$ cat src/rtl/rgbrle_pkg.sv
// Package: shared types and constants of the RGB run-length encoder.
package rgbrle_pkg;

    // Reset value of the run length limit
    localparam logic [7:0] MAX_RUN_RESET = 8'd255;

    // Default depth of the result queue (must be at least 2)
    localparam int QUEUE_DEPTH = 4;

    // One pixel color
    typedef struct packed {
        logic [7:0] blue;
        logic [7:0] green;
        logic [7:0] red;
    } t_pixel;

    // One emitted run, packed as the output stream carries it
    typedef struct packed {
        logic       final_result;
        logic       closes_line;
        logic [7:0] run_blue;
        logic [7:0] run_green;
        logic [7:0] run_red;
        logic [7:0] run_length;
    } t_result;

    // Results produced by one accepted pixel, in output order
    typedef struct packed {
        logic [1:0] count;
        t_result    slot1;
        t_result    slot0;
    } t_push;

endpackage

$ cat src/rtl/rgbrle_run.sv
// Run tracker: holds the open run and forms the results of each pixel.
module rgbrle_run
    import rgbrle_pkg::*;
(
    input  logic       i_clk,
    input  logic       i_rst_n,
    input  logic       i_accept,
    input  t_pixel     i_pixel,
    input  logic       i_line_end,
    input  logic [7:0] i_max_run,
    output t_push      o_push
);

    t_pixel     r_open_color;
    logic [7:0] r_open_length;
    t_pixel     n_open_color;
    logic [7:0] n_open_length;

    logic    w_extend;
    logic    w_emit_old;
    t_result w_old_run;
    t_result w_new_run;
    t_pixel  w_run_color;
    logic [7:0] w_run_length;

    // Decide whether the pixel lengthens the open run
    always_comb begin
        w_extend   = (r_open_length != 8'd0) && (i_pixel == r_open_color)
                     && (r_open_length < i_max_run);
        w_emit_old = !w_extend && (r_open_length != 8'd0);
        w_run_color  = w_extend ? r_open_color : i_pixel;
        w_run_length = w_extend ? (r_open_length + 8'd1) : 8'd1;
    end

    // Form the closed run and the run flushed at end of line
    always_comb begin
        w_old_run.run_length   = r_open_length;
        w_old_run.run_red      = r_open_color.red;
        w_old_run.run_green    = r_open_color.green;
        w_old_run.run_blue     = r_open_color.blue;
        w_old_run.closes_line  = 1'b0;
        w_old_run.final_result = !i_line_end;

        w_new_run.run_length   = w_run_length;
        w_new_run.run_red      = w_run_color.red;
        w_new_run.run_green    = w_run_color.green;
        w_new_run.run_blue     = w_run_color.blue;
        w_new_run.closes_line  = 1'b1;
        w_new_run.final_result = 1'b1;

        o_push.slot0 = w_emit_old ? w_old_run : w_new_run;
        o_push.slot1 = w_new_run;
        if (i_accept) begin
            o_push.count = {1'b0, w_emit_old} + {1'b0, i_line_end};
        end else begin
            o_push.count = 2'd0;
        end
    end

    // Advance the open run; end of line leaves no run open
    always_comb begin
        n_open_color  = r_open_color;
        n_open_length = r_open_length;
        if (i_accept) begin
            n_open_color  = w_run_color;
            n_open_length = i_line_end ? 8'd0 : w_run_length;
        end
    end

    always_ff @(posedge i_clk) begin
        if (!i_rst_n) begin
            r_open_color  <= '0;
            r_open_length <= 8'd0;
        end else begin
            r_open_color  <= n_open_color;
            r_open_length <= n_open_length;
        end
    end

endmodule

$ cat src/rtl/rgbrle_outq.sv
// Result queue: takes up to two runs per cycle, one out per ready cycle.
module rgbrle_outq
    import rgbrle_pkg::*;
#(
    parameter int P_DEPTH = QUEUE_DEPTH
) (
    input  logic    i_clk,
    input  logic    i_rst_n,
    input  t_push   i_push,
    output logic    o_room,
    output logic    o_valid,
    input  logic    i_ready,
    output t_result o_result
);

    localparam int PtrW = (P_DEPTH > 1) ? $clog2(P_DEPTH) : 1;
    localparam int CntW = $clog2(P_DEPTH + 1);

    t_result r_mem [P_DEPTH];

    logic [PtrW-1:0] r_wr_ptr;
    logic [PtrW-1:0] r_rd_ptr;
    logic [CntW-1:0] r_count;
    logic [PtrW-1:0] n_wr_ptr;
    logic [PtrW-1:0] n_rd_ptr;
    logic [CntW-1:0] n_count;

    logic [PtrW-1:0] w_wr_ptr1;
    logic [PtrW-1:0] w_wr_ptr2;
    logic [PtrW-1:0] w_rd_ptr1;
    logic            w_pop;

    // Wrap pointers at the queue depth
    always_comb begin
        w_wr_ptr1 = (r_wr_ptr == PtrW'(P_DEPTH - 1)) ? '0 : r_wr_ptr + 1'b1;
        w_wr_ptr2 = (w_wr_ptr1 == PtrW'(P_DEPTH - 1)) ? '0 : w_wr_ptr1 + 1'b1;
        w_rd_ptr1 = (r_rd_ptr == PtrW'(P_DEPTH - 1)) ? '0 : r_rd_ptr + 1'b1;
    end

    assign w_pop    = o_valid && i_ready;
    assign o_valid  = (r_count != '0);
    assign o_room   = (r_count <= CntW'(P_DEPTH - 2));
    assign o_result = r_mem[r_rd_ptr];

    // Advance pointers and fill count
    always_comb begin
        unique case (i_push.count)
            2'd1:    n_wr_ptr = w_wr_ptr1;
            2'd2:    n_wr_ptr = w_wr_ptr2;
            default: n_wr_ptr = r_wr_ptr;
        endcase
        n_rd_ptr = w_pop ? w_rd_ptr1 : r_rd_ptr;
        n_count  = r_count + CntW'(i_push.count) - CntW'(w_pop);
    end

    always_ff @(posedge i_clk) begin
        if (!i_rst_n) begin
            r_wr_ptr <= '0;
            r_rd_ptr <= '0;
            r_count  <= '0;
        end else begin
            r_wr_ptr <= n_wr_ptr;
            r_rd_ptr <= n_rd_ptr;
            r_count  <= n_count;
        end
    end

    // Store the runs in order
    always_ff @(posedge i_clk) begin
        if (i_push.count != 2'd0) begin
            r_mem[r_wr_ptr] <= i_push.slot0;
        end
        if (i_push.count == 2'd2) begin
            r_mem[w_wr_ptr1] <= i_push.slot1;
        end
    end

endmodule

$ cat src/rtl/rgb_run_length_encoder.sv
// Top level of the RGB run-length encoder.
//
//  Channel   Direction  Payload                                   Handshake
//  s stream  in         tdata red/green/blue, tlast line_end      tvalid/tready
//  m stream  out        tdata length/red/green/blue, tlast
//                       closes_line, tuser final_result           tvalid/tready
//  cfg       in         max_run                                   write enable
//
// One pixel is taken per clock while the queue has room; its runs enter the
// result queue at the same edge that accepts it and the first can leave in
// the next cycle. A pixel at the end of a line can give two runs; the queue
// takes both at the same edge and drains one per cycle while the receiver
// is ready. The input stalls while the queue has fewer than two free entries.
// Reset empties the queue, closes the open run and sets max_run to 255.
module rgb_run_length_encoder
    import rgbrle_pkg::*;
#(
    parameter int P_QUEUE_DEPTH = QUEUE_DEPTH
) (
    input  logic        i_clk,
    input  logic        i_rst_n,
    // pixel request in
    input  logic        i_s_tvalid,
    output logic        o_s_tready,
    input  logic [23:0] i_s_tdata,   // red [7:0], green [15:8], blue [23:16]
    input  logic        i_s_tlast,   // line_end
    // run request out
    output logic        o_m_tvalid,
    input  logic        i_m_tready,
    output logic [31:0] o_m_tdata,   // run_length, run_red, run_green, run_blue
    output logic        o_m_tlast,   // closes_line
    output logic [0:0]  o_m_tuser,   // final_result
    // configuration
    input  logic        i_cfg_wr_en,
    input  logic [7:0]  i_cfg_wr_data
);

    logic [7:0] r_max_run;
    logic       w_accept;
    logic       w_room;
    t_push      w_push;
    t_result    w_result;

    // Hold the run length limit
    always_ff @(posedge i_clk) begin
        if (!i_rst_n) begin
            r_max_run <= MAX_RUN_RESET;
        end else if (i_cfg_wr_en) begin
            r_max_run <= i_cfg_wr_data;
        end
    end

    assign o_s_tready = w_room;
    assign w_accept   = i_s_tvalid && w_room;

    rgbrle_run u_run (
        .i_clk      (i_clk),
        .i_rst_n    (i_rst_n),
        .i_accept   (w_accept),
        .i_pixel    (t_pixel'(i_s_tdata)),
        .i_line_end (i_s_tlast),
        .i_max_run  (r_max_run),
        .o_push     (w_push)
    );

    rgbrle_outq #(
        .P_DEPTH (P_QUEUE_DEPTH)
    ) u_outq (
        .i_clk    (i_clk),
        .i_rst_n  (i_rst_n),
        .i_push   (w_push),
        .o_room   (w_room),
        .o_valid  (o_m_tvalid),
        .i_ready  (i_m_tready),
        .o_result (w_result)
    );

    // Unpack the head run onto the stream
    assign o_m_tdata = {w_result.run_blue, w_result.run_green,
                        w_result.run_red, w_result.run_length};
    assign o_m_tlast = w_result.closes_line;
    assign o_m_tuser = w_result.final_result;

endmodule

$ cat config.mk
export PLATFORM = sky130hd
export DESIGN_NAME = rgb_run_length_encoder
export DESIGN_NICKNAME = d
export VERILOG_FILES = /design/src/rtl/rgbrle_pkg.sv /design/src/rtl/rgbrle_run.sv /design/src/rtl/rgbrle_outq.sv /design/src/rtl/rgb_run_length_encoder.sv
export SDC_FILE = /design/constraint.sdc
export NUM_CORES = 1
export LEC_CHECK = 0
export BUFFER_PORTS_ARGS = -buffer_cell sky130_fd_sc_hd__buf_2
export CORE_MARGIN = 5
export CORE_UTILIZATION = 60
export CTS_BUF_LIST = sky130_fd_sc_hd__clkbuf_4 sky130_fd_sc_hd__clkbuf_8
export DETAILED_ROUTE_END_ITERATION = 10
export HOLD_SLACK_MARGIN = 0.02
export PLACE_DENSITY = 0.89
export SYNTH_ARGS = -nofsm -noshare
export SYNTH_HDL_FRONTEND = slang
export SYNTH_SLANG_ARGS = --single-unit
export TNS_END_PERCENT = 1
$ cat constraint.sdc
create_clock -name i_clk -period 6.7 [get_ports i_clk]
set_clock_uncertainty 0.05 [all_clocks]
set_input_delay 1.34 -clock i_clk [delete_from_list [all_inputs] [get_ports i_clk]]
set_output_delay 1.34 -clock i_clk [all_outputs]
set_load 0.005 [all_outputs]
Word level (Yosys, flattened, before mapping) --
Memory sizes are Yosys's and may differ from the RTL's. A register that Yosys moved wholly into a read port is not among the register bits. Index checks and enable logic that the tools add are counted.
Operators by class: $add $sub $neg 7, order comparisons 2, equality and inequality tests 6, muxes and demuxes 15, reduce and logical (&&, ||, !) cells 11
Operator list (count):
- 34-bit 2-to-1 mux | 1
- 24-bit == test | 1
- 24-bit 2-to-1 mux | 1
- 8-bit 2-to-1 mux | 2
- 2-bit 2-to-1 mux | 6
- 8-bit by 1-bit adder with 8-bit output, second input constant | 1
- 2-bit == test, second input constant | 4
- 8-bit less-than comparator | 1
- 8-bit nonzero test | 1
- 2-bit by 1-bit adder with 2-bit output, second input constant | 3
- 1-bit logical AND | 5
- 1-bit 2-to-1 mux | 4
- 2-bit one-hot mux with 2 select lines | 1
- 2-bit nonzero test | 2
- 3-bit by 2-bit adder with 3-bit output | 1
- 3-bit by 2-bit less-or-equal comparator with 1-bit output, second input constant | 1
- 3-bit nonzero test | 1
- 3-bit by 1-bit subtractor with 3-bit output | 1
- 1-bit by 1-bit adder with 2-bit output | 1
- 2-bit by 1-bit == test with 1-bit output, second input constant | 1
- 1-bit logical NOT | 2
Storage, ports and cells: register bits after elaboration 47, memory bits (writable) 136, input port bits 38, output and inout port bits 36, word-level logic and storage cells 50, memories 1
Memory list:
- u_outq.r_mem | depth 4, bits a word 34, rd ports 1, clocked after Yosys merged registers in 1, wr ports 2, line rgbrle_outq.sv:19 | t_result r_mem [P_DEPTH];

Depth between registers and ports, before layout --
Gate-level depths: netlist (run 1).
depth after elaboration 10, mapped depth 19, mapped depth without buffers 18

Hierarchy --
From an unflattened synthesis (run 1), not the netlist that was laid out.
Second synthesis, totals: cell total of the unflattened synthesis 717, area, all modules 10520.1 sq um
By module, submodules not included:
- rgbrle_outq | times used 1, cells each 398, area each 7734.9 sq um, seq. area each 4264.1 sq um
- rgbrle_run | times used 1, cells each 292, area each 2493.6 sq um, seq. area each 640.6 sq um
- rgb_run_length_encoder | times used 1, cells each 27, area each 291.5 sq um, seq. area each 160.2 sq um

Worst setup path before layout (run 1) --
Ideal clock, no wire load.
kind input to register, start in i_s_tdata[22], end mem u_outq.r_mem[0][4] (netlist name) (data pin), data arrival time 5.167 ns, required time 6.382 ns, slack 1.215 ns, cell stages on the path 16, cell sequence xor2_1 > nor4_1 > nand4_1 > or4_1 > buf_2 > o21ai_0 > inv_1 > ha_1 > nand2_1 > ha_1 > nand2_1 > and2_1 > clkinv_1 > and3_1 > nand3_1 > nand3_1
RTL lines:
- start: declaration | line rgb_run_length_encoder.sv:25 | input logic [23:0] i_s_tdata,
- end: declaration | line rgbrle_outq.sv:19

==> results of run 1 <==
## sequential cells by signal, summed over array words and instances, names as in the netlist, named ones only
name,flops
r_max_run,8
u_outq.r_count,3
u_outq.r_mem,136
u_outq.r_rd_ptr,2
u_outq.r_wr_ptr,2
u_run.r_open_color,24
u_run.r_open_length,8
## logic make-up after synthesis
| kind of cell | synth area share |
|---|---|
| AOI/OAI and AO/OA | 0.1850 |
| DFF | 0.5431 |
| and+or+nand+nor | 0.09680 |
| buffers and inverters | 0.03258 |
| muxes | 0.08453 |
| xor gates and xnor gates | 0.02577 |
| adders and majority gates | 0.03217 |
## cells in the mapped netlist, types with 6 or more instances
cell / number
edfxtp_1: 128
a22o_1: 96
nand2_1: 87
dfxtp_1: 57
clkbuf_1: 40
mux4_2: 34
a21oi_1: 30
a21boi_0: 28
o211ai_1: 27
xor2_1: 23
ha_1: 22
inv_1: 21
o21ai_0: 19
nor4_1: 18
and2_1: 14
nor2_1: 13
nand3_1: 12
buf_2: 8
buf_1: 7
nand2b_1: 7
nor3_1: 7
and3_1: 6
## path summary, 6_finish.rpt
kind                           from                 end  slack [ps]  depth (start not counted)
max reg2reg  u_run.r_open_length[0]  u_outq.r_mem[2][1]        1480                         16
min reg2reg            r_max_run[0]        r_max_run[0]         430                          2
min                    r_max_run[0]        r_max_run[0]         430                          2
max                   i_s_tdata[11]  u_outq.r_mem[2][1]        1020                         15
## area by class of cell
class                      count  area [um2]  share of cell area
sequential                   185        4986              0.4900
multi-input combinational    495        3930              0.3863
tap                          188       235.2             0.02312
timing repair buffer          93       528.0             0.05189
inverter                      22       82.58            0.008116
clock inverter                14       171.4             0.01685
clock buffer                  18       241.5             0.02373
## where the power goes
| group | internal (uW) | switching, uW | leakage, uW |
|---|---|---|---|
| clock network | 376 | 405 | 0.000210 |
| logic | 339 | 411 | 0.00180 |
| registers | 1370 | 82.0 | 0.00150 |
## worst register-to-register path, cell delays in order (launching register included)
cell	delay [ps]
dfxtp_1	410
inv_1	190
ha_1	240
nor4b_1	140
nand2_1	270
nand4_1	230
or4_1	610
o21ai_0	430
inv_1	90
ha_1	290
nand2_1	120
ha_1	390
nand2_1	250
and2_1	270
inv_1	620
nand3_1	160
o22ai_1	270
## layer usage
metal,vias up,GRT usage
met5,-,0
met1,3243,0.3469
met4,0,0.09943
li1,3039,-
met3,79,0.06798
met2,479,0.4227
## metrics by stage
stage | setup slack, ps | power, uW | std cells | cell area, um2 | util
detailed placement | 705.0 | 2225 | 983 | 9762 | 0.6469
CTS | 1189 | 2986 | 1015 | 10170 | 0.6743
finish | 1018 | 2986 | 1015 | 10170 | 0.6743
global placement | 808.8 | 2200 | 983 | 9762 | 0.6469
floorplan | 1215 | 1937 | 757 | 9178 | -
global route | 782.7 | 3121 | 1015 | 10170 | 0.6743
## cell usage in the layout, fill, tap and decap left out, drive strengths merged, types with 6 or more instances in the layout
cell type / Yosys / routed
nand2b: 7 / 7
o21ai: 23 / 23
clkinv: 1 / 8
clkbuf: 40 / 18
inv: 21 / 24
nand3: 12 / 12
and3: 6 / 6
ha: 22 / 22
xor2: 23 / 23
a21oi: 30 / 30
buf: 15 / 93
nor4: 18 / 18
a21boi: 28 / 28
nand2: 87 / 87
a22o: 96 / 96
mux4: 34 / 34
nor2: 13 / 13
o211ai: 27 / 27
dfxtp: 57 / 57
edfxtp: 128 / 128
nor3: 7 / 7
and2: 15 / 15
==> summary.txt, run 1 <==
RSZ-0062 raised after global routing - false
Overflow after GRT - 0
Final period util - 0.8481
# diodes - 0
CTS tree - done
slew margin rel. - 0.08792
Synth area leaders - edfxtp_1 (42%), dfxtp_1 (12%), a22o_1 (9.2%)
post-synth top area cell - edfxtp_1
maximum vdd drop - 0.2093 mV
wl on met1 - 8538 um
flops & latches, synth - 185
number of iterations in the first detailed-routing pass - 10
1st-iter DRT viols - 1004
clock sink count - 185
worst-path cell chain - buf_2 -> xor2_1 -> nor4_1 -> nand4_1 -> or4_1 -> o21ai_0 -> inv_1 -> ha_1 -> nand2_1 -> ha_1 -> nand2_1 -> and2_1 -> inv_1 -> nand3_1 -> o22ai_1
routed wl met3 - 2526 um
vias in the first global route - 6791
CTS resizes - 0
IO Port Bufs - 73
Die ar. - 17870 um2
CTS H-tree depth - 4
synth warn - 0
critical path's top delay family - simple AND/OR/NAND/NOR gates
library cells used by synthesis - 46
Std-Cell Rows - 45
CP Max Fanout - 18
global-route wire length before repair - 36650 um
Max Fclk - 176.0 MHz
uppermost layer routed - met4
CP max-delay cell - inv_1
fillcell total - 1083
DR vias - 6840
Clk Latency, worst-skew pair - 480 ps
synthesized instance count - 757
EDFF count, synth - 128
clk root buf - clkbuf_8
gr usage total - 0.2628
clock slew at reported path FFs - 90 ps
fin crit period - 5682 ps
Worst path max stage delay - 620 ps
Die Height - 133.7 um
Wirelength per Cell - 22.43 um
share of cells above drive strength 1 - 0.2056
HP Class - register to register
max-cap violations - 0
Synth top area share - 0.4188
Cell Area, Synth - 9178 um2
Std-Cell Core Area - 15090 um2
Async S/R FF share, synth - 0
CTS max path bufs - 2
Chip Width - 133.7 um
Power per Cell Area - 293.5 nW/um2
Placer Congestion - 0.9535
top_reg_cell synth - edfxtp_1
Critical Path Sink Type - register
P&R area growth vs syn - 10.87%
Leakage - 0.003516 uW
Mean Syn Cell Area - 12.12 um2
Startpoint Class - input port
outcome - complete, no violations
CTS Hold Bufs - 0
Ports - 74
DRT antenna net count - 0
CP required - 6930 ps
WL met2 - 10940 um
pin count of the biggest net entering global routing - 49
Setup Viol. Count Final - 0
hold slack - 425.9 ps
DPL Wire Length - 14550 um
initial antenna violation count - 0
syn nets - 818
Final Max Slew Viols - 0
post-CTS setup repair buffer count - 0
WL final - 22760 um
final hold viol count - 0
Least-Margin Pin Slew - 1368 ps
Vias/cell - 6.739
Total Neg Setup Slack - 0 ps
DRC Markers - 0
total CTS buffers - 17
WS Path Type - input port to register
critical path arrival - 5910 ps
NumNets Final - 875
CP Buf/Inv Count - 3
Seq/Total Area, Yosys - 0.5431
Initial Util - 0.6082
Power figures use the tool's default switching activity.
==> run 2: changes to the inputs <==
--- a/config.mk
+++ b/config.mk
@@ -7,11 +7,11 @@
 export LEC_CHECK = 0
 export BUFFER_PORTS_ARGS = -buffer_cell sky130_fd_sc_hd__buf_2
 export CORE_MARGIN = 5
-export CORE_UTILIZATION = 60
+export CORE_UTILIZATION = 56
 export CTS_BUF_LIST = sky130_fd_sc_hd__clkbuf_4 sky130_fd_sc_hd__clkbuf_8
 export DETAILED_ROUTE_END_ITERATION = 10
 export HOLD_SLACK_MARGIN = 0.02
-export PLACE_DENSITY = 0.89
+export PLACE_DENSITY = 0.87
 export SYNTH_ARGS = -nofsm -noshare
 export SYNTH_HDL_FRONTEND = slang
 export SYNTH_SLANG_ARGS = --single-unit
==> constraint.sdc (replaced) <==
create_clock -name i_clk -period 4.99 [get_ports i_clk]
set_clock_uncertainty 0.05 [all_clocks]
set_input_delay 0.998 -clock i_clk [delete_from_list [all_inputs] [get_ports i_clk]]
set_output_delay 0.998 -clock i_clk [all_outputs]
set_load 0.005 [all_outputs]
==> run 2 against run 1 <==
Critical path depth stayed put. Clock-buffer cell count is 1 lower. Die area is 6.6% higher. Critical path type unchanged. Critical endpoint is now u_outq.r_mem[1][0]. Highest routed layer unchanged.
==> summary.txt, run 2 (same netlist as run 1, synthesis figures left out) <==
share of cells above drive strength 1 - 0.2258
Initial Util - 0.5736
final worst slack - 468.2 ps
post-route cell area - 10440 um2
WS Path Type - input port to register
Max Fclk - 221.1 MHz
Final period util - 0.9062
met2 usage - 0.3998
pre-CTS WS - 72.45 ps
CP Max Fanout - 9
clock share of power - 0.255
Clk Latency, worst-skew pair - 490 ps
maximum vdd drop - 0.2436 mV
Std-Cell Core Area - 16000 um2
initial antenna violation count - 2
DPL Wire Length - 15490 um
cell internal pwr - 2743 uW
Final Max Slew Viols - 0
number of iterations in the first detailed-routing pass - 6
P&R area growth vs syn - 13.70%
CTS Hold Bufs - 0
Reg2Reg Setup Slack - 570 ps
Startpoint Class - input port
Vias/cell - 6.509
gr usage total - 0.2425
Top reg by flops - u_outq.r_mem
NumNets Final - 894
Switching Share - 0.3159
global-route wire length before repair - 36600 um
Logic pwr share - 0.250
hold slack - 443.8 ps
Die ar. - 19050 um2
Least-Margin Pin Slew - 846.9 ps
CTS max path bufs - 2
Wirelength per Cell - 21.76 um
Die Height - 138.0 um
fin util - 0.6522
critical path startpoint - i_s_tdata[22]
1st-iter DRT viols - 1030
Seq pwr share - 0.495
Switch Pwr - 1267 uW
Power per Cell Area - 384.3 nW/um2
DRC Markers - 0
DR vias - 6926
DRT antenna net count - 0
fin crit period - 4522 ps
Ports - 74
CTS resizes - 0
HP Class - register to register
clk root buf - clkbuf_8
max-cap violations - 0
Overflow after GRT - 0
Total Neg Setup Slack - 0 ps
final hold viol count - 0
met3 Track Usage GR - 0.05655
Largest register FFs - 136
CTS tree - done
Leakage - 0.003627 uW
most common cell after layout, fill and taps aside - edfxtp_1
Std-Cell Rows - 46
Worst Setup EP - u_outq.r_mem[1][0]
RSZ-0062 raised after global routing - false
Cell Area, Placed - 10020 um2
CP required - 5180 ps
clock slew at reported path FFs - 100 ps
clock sink count - 185
critical path arrival - 4720 ps
r2r endpoint - u_outq.r_mem[1][0]
CTS H-tree depth - 4
GR peak layer - met2
pin count of the biggest net entering global routing - 49
slew margin rel. - 0.4354
worst r2r src - u_run.r_open_length[0]
commonest cells after routing, fill and taps aside - edfxtp_1 (128), a22o_1 (96), nand2_1 (87)
WL final - 23160 um
IO Port Bufs - 73
Critical Path Sink Type - register
Chip Width - 138.0 um
Setup Viol. Count Final - 0
Placer Congestion - 0.9024
total CTS buffers - 17
Top Registers - u_outq.r_mem: 136 flops, u_run.r_open_color: 24 flops
post-CTS setup repair buffer count - 0
met1 global-route usage - 0.3156
Worst Min Path Start - u_outq.r_mem[1][33]
reg2reg path depth - 16
vias in the first global route - 6673
outcome - complete, no violations
run 2: area by class of cell:
class	instances	area [um2]
antenna	2	5.005
clock buffer	17	234.0
clock inverter	15	180.2
fill	1173	5565
inverter	22	83.83
multi-input combinational	495	3930
sequential	185	4986
tap	216	270.3
timing repair buffer	112	745.7
run 2: through the flow:
step                power, uW  cells
CTS                      4017   1062
finish                   4010   1064
global placement         2985   1030
global route             4202   1064
floorplan                2600    757
detailed placement       3015   1030
run 2: worst min-delay path by stage:
stage	depth (start not counted)	to
5_1_grt	2	r_max_run[1]
3_3_place_gp	2	r_max_run[0]
4_1_cts	2	u_outq.r_mem[1][33]
6_report	2	u_outq.r_mem[1][33]
2_1_floorplan	2	r_max_run[0]
3_5_place_dp	2	u_outq.r_mem[1][33]
run 2: metal layers:
layer / part of all wire / vias to the layer above / wire length (um)
met5: 0 / - / 0
met4: 0.028 / 0 / 643
met3: 0.10 / 58 / 2361
met2: 0.49 / 466 / 11430
met1: 0.38 / 3320 / 8721
li1: - / 3082 / -
run 2: power groups by stage:
stage | clock network, uW | registers [uW] | logic, uW
floorplan | 0 | 1950 | 650
global placement | 0 | 2000 | 982
detailed placement | 0 | 2020 | 997
CTS | 1030 | 1980 | 1000
global route | 1110 | 2010 | 1090
finish | 1020 | 1990 | 1000
run 2: critical path, stage by stage:
cell and delay, ps:
buf_2 150, xor2_1 160, nor4_1 550, nand4_1 210, or4_1 570, o21ai_0 230
inv_1 70, ha_1 270, nand2_1 100, ha_1 330, nand2_1 140, and2_1 290
inv_1 260, buf_4 240, and3_1 160
==> run 3: changes to the inputs <==
--- a/config.mk
+++ b/config.mk
@@ -6,12 +6,14 @@
 export NUM_CORES = 1
 export LEC_CHECK = 0
 export BUFFER_PORTS_ARGS = -buffer_cell sky130_fd_sc_hd__buf_2
+export CELL_PAD_IN_SITES_DETAIL_PLACEMENT = 0
+export CELL_PAD_IN_SITES_GLOBAL_PLACEMENT = 1
 export CORE_MARGIN = 5
-export CORE_UTILIZATION = 56
+export CORE_UTILIZATION = 46
 export CTS_BUF_LIST = sky130_fd_sc_hd__clkbuf_4 sky130_fd_sc_hd__clkbuf_8
 export DETAILED_ROUTE_END_ITERATION = 10
 export HOLD_SLACK_MARGIN = 0.02
-export PLACE_DENSITY = 0.87
+export PLACE_DENSITY = 0.88
 export SYNTH_ARGS = -nofsm -noshare
 export SYNTH_HDL_FRONTEND = slang
 export SYNTH_SLANG_ARGS = --single-unit
==> run 3 against run 2 <==
Sequential cell count did not move. Non-clock buffer count rose by 4. Largest power group unchanged. Worst hold slack got worse by 16 ps. First-iteration DRC count fell by 30%. Combinational power barely moved. Final area rose by 0.55%. Wire length rose by 2.8%. Maximum frequency fell by 0.29%. Critical path depth rose by 2. Sequential power barely moved.
==> summary.txt, run 3 (same netlist as run 1, synthesis figures left out) <==
outcome - complete, no violations
Ports - 74
CP required - 5180 ps
Die Height - 151.3 um
fin util - 0.5374
Least-Margin Pin Slew - 1030 ps
slew margin rel. - 0.3132
DR vias - 6736
Largest register FFs - 136
vias in the first global route - 6639
sink of the worst hold path - r_max_run[0]
Power per Cell Area - 377.6 nW/um2
CTS H-tree depth - 4
Chip Width - 151.3 um
Critical Path Sink Type - register
CP Max Fanout - 9
Cell Area, Placed - 10120 um2
Final Max Slew Viols - 0
uppermost layer routed - met4
share of cells above drive strength 1 - 0.2306
clock share of power - 0.243
pin count of the biggest net entering global routing - 49
clock slew at reported path FFs - 100 ps
critical path arrival - 4730 ps
fillcell total - 1692
Leakage - 0.003625 uW
gr usage total - 0.2145
WL met2 - 11970 um
RSZ-0062 raised after global routing - false
clk root buf - clkbuf_8
P&R area growth vs syn - 14.33%
global-route wire length before repair - 37160 um
post-route cell area - 10490 um2
IO Port Bufs - 73
Top reg by flops - u_outq.r_mem
DPL Wire Length - 15240 um
Final period util - 0.9088
Final Non-Filler Cells - 1115
Reg2Reg Setup Slack - 460 ps
reg2reg path depth - 17
post-CTS setup repair buffer count - 0
fin crit period - 4535 ps
Worst Min Path Start - r_max_run[0]
Wirelength per Cell - 21.35 um
Die ar. - 22880 um2
NumNets Final - 898
DRC Markers - 0
maximum vdd drop - 0.2262 mV
Std-Cell Core Area - 19530 um2
hold slack - 428.0 ps
Vias/cell - 6.041
Placer Congestion - 0.8733
Setup Viol. Count Final - 0
CTS Hold Bufs - 0
Seq pwr share - 0.502
Placed Instances - 1083
Startpoint Class - register
CTS tree - done
max-cap violations - 0
Switch Pwr - 1269 uW
initial antenna violation count - 0
Switching Share - 0.3203
cell internal pwr - 2693 uW
Std-Cell Rows - 51
wl on met1 - 9414 um
DRT antenna net count - 0
1st-iter DRT viols - 725
final hold viol count - 0
Max Fclk - 220.5 MHz
CTS resizes - 0
HP Class - register to register
Clk Latency, worst-skew pair - 470 ps
total CTS buffers - 17
commonest cells after routing, fill and taps aside - edfxtp_1 (128), a22o_1 (96), nand2_1 (87)
WS Path Type - register to register
Top Registers - u_outq.r_mem: 136 flops, u_run.r_open_color: 24 flops
WL final - 23810 um
WHS Path Cells - 2
routed wl met3 - 1833 um
CTS max path bufs - 2
# diodes - 0
most common cell after layout, fill and taps aside - edfxtp_1
Overflow after GRT - 0
r2r endpoint - u_outq.r_mem[2][7]
Initial Util - 0.4700
clock sink count - 185
Logic pwr share - 0.255
number of iterations in the first detailed-routing pass - 6
worst r2r src - u_run.r_open_length[0]
==> run 3: cell count changes in the layout (fill, tap and decap cells not counted), sizes merged, moves of 2 or more <==
cell,change
diode,-2
inv,+2
clkinv,-3
buf,+4
==> run 3: per-layer routing <==
layer / GRT usage / vias to the layer above
met2: 0.3634 / 280
met4: 0.08522 / 0
met3: 0.03321 / 39
met5: 0 / -
met1: 0.2764 / 3326
li1: - / 3091
==> run 3: critical path, cell delays in order, from the launching register on <==
cell	delay, ps
dfxtp_1	420
inv_1	190
ha_1	230
nor4b_1	150
nand2_1	290
nand4_1	200
or4_1	610
o21ai_0	190
buf_4	160
inv_1	40
ha_1	250
nand2_1	120
ha_1	340
nand2_1	180
and2_1	190
inv_1	260
o21ai_0	140
nor4_1	280
==> run 3: worst max-delay path by stage <==
stage                           startpoint                   to  slack, ps  depth (start not counted)
finish              u_run.r_open_length[0]   u_outq.r_mem[2][7]        460                         17
global route        u_run.r_open_length[0]   u_outq.r_mem[2][7]        140                         17
CTS                 u_run.r_open_length[0]   u_outq.r_mem[2][7]        510                         17
detailed placement           i_s_tdata[11]   u_outq.r_mem[2][7]        180                         16
global placement             i_s_tdata[11]  u_outq.r_mem[3][11]        220                         15
floorplan                    i_s_tdata[22]   u_outq.r_mem[2][5]       -100                         16
==> run 3: area by class of cell <==
class                      instances  area, um2  share of cell area
tap                              265      331.6             0.03160
clock inverter                    14      130.1             0.01240
inverter                          22      83.83            0.007989
sequential                       185       4987              0.4753
clock buffer                      18      241.5             0.02301
timing repair buffer             116      788.3             0.07512
multi-input combinational        495       3930              0.3746
==> run 3: power groups by stage <==
stage	registers, uW	clock network [uW]	logic (uW)
4_1_cts	1990	978	1020
3_3_place_gp	2010	0	1000
3_5_place_dp	2020	0	1010
6_report	1990	964	1010
5_1_grt	2010	1050	1110
2_1_floorplan	1950	0	650
==> run 3: through the flow <==
| step | worst slack [ps] | power [uW] | setup TNS (ps) |
|---|---|---|---|
| 3_5_place_dp | 179.8 | 3037 | 0 |
| 4_1_cts | 507.1 | 3987 | 0 |
| 5_1_grt | 140.4 | 4166 | 0 |
| 6_report | 455.0 | 3962 | 0 |
| 3_3_place_gp | 224.1 | 3016 | 0 |
| 2_1_floorplan | -98.18 | 2600 | -532.4 |
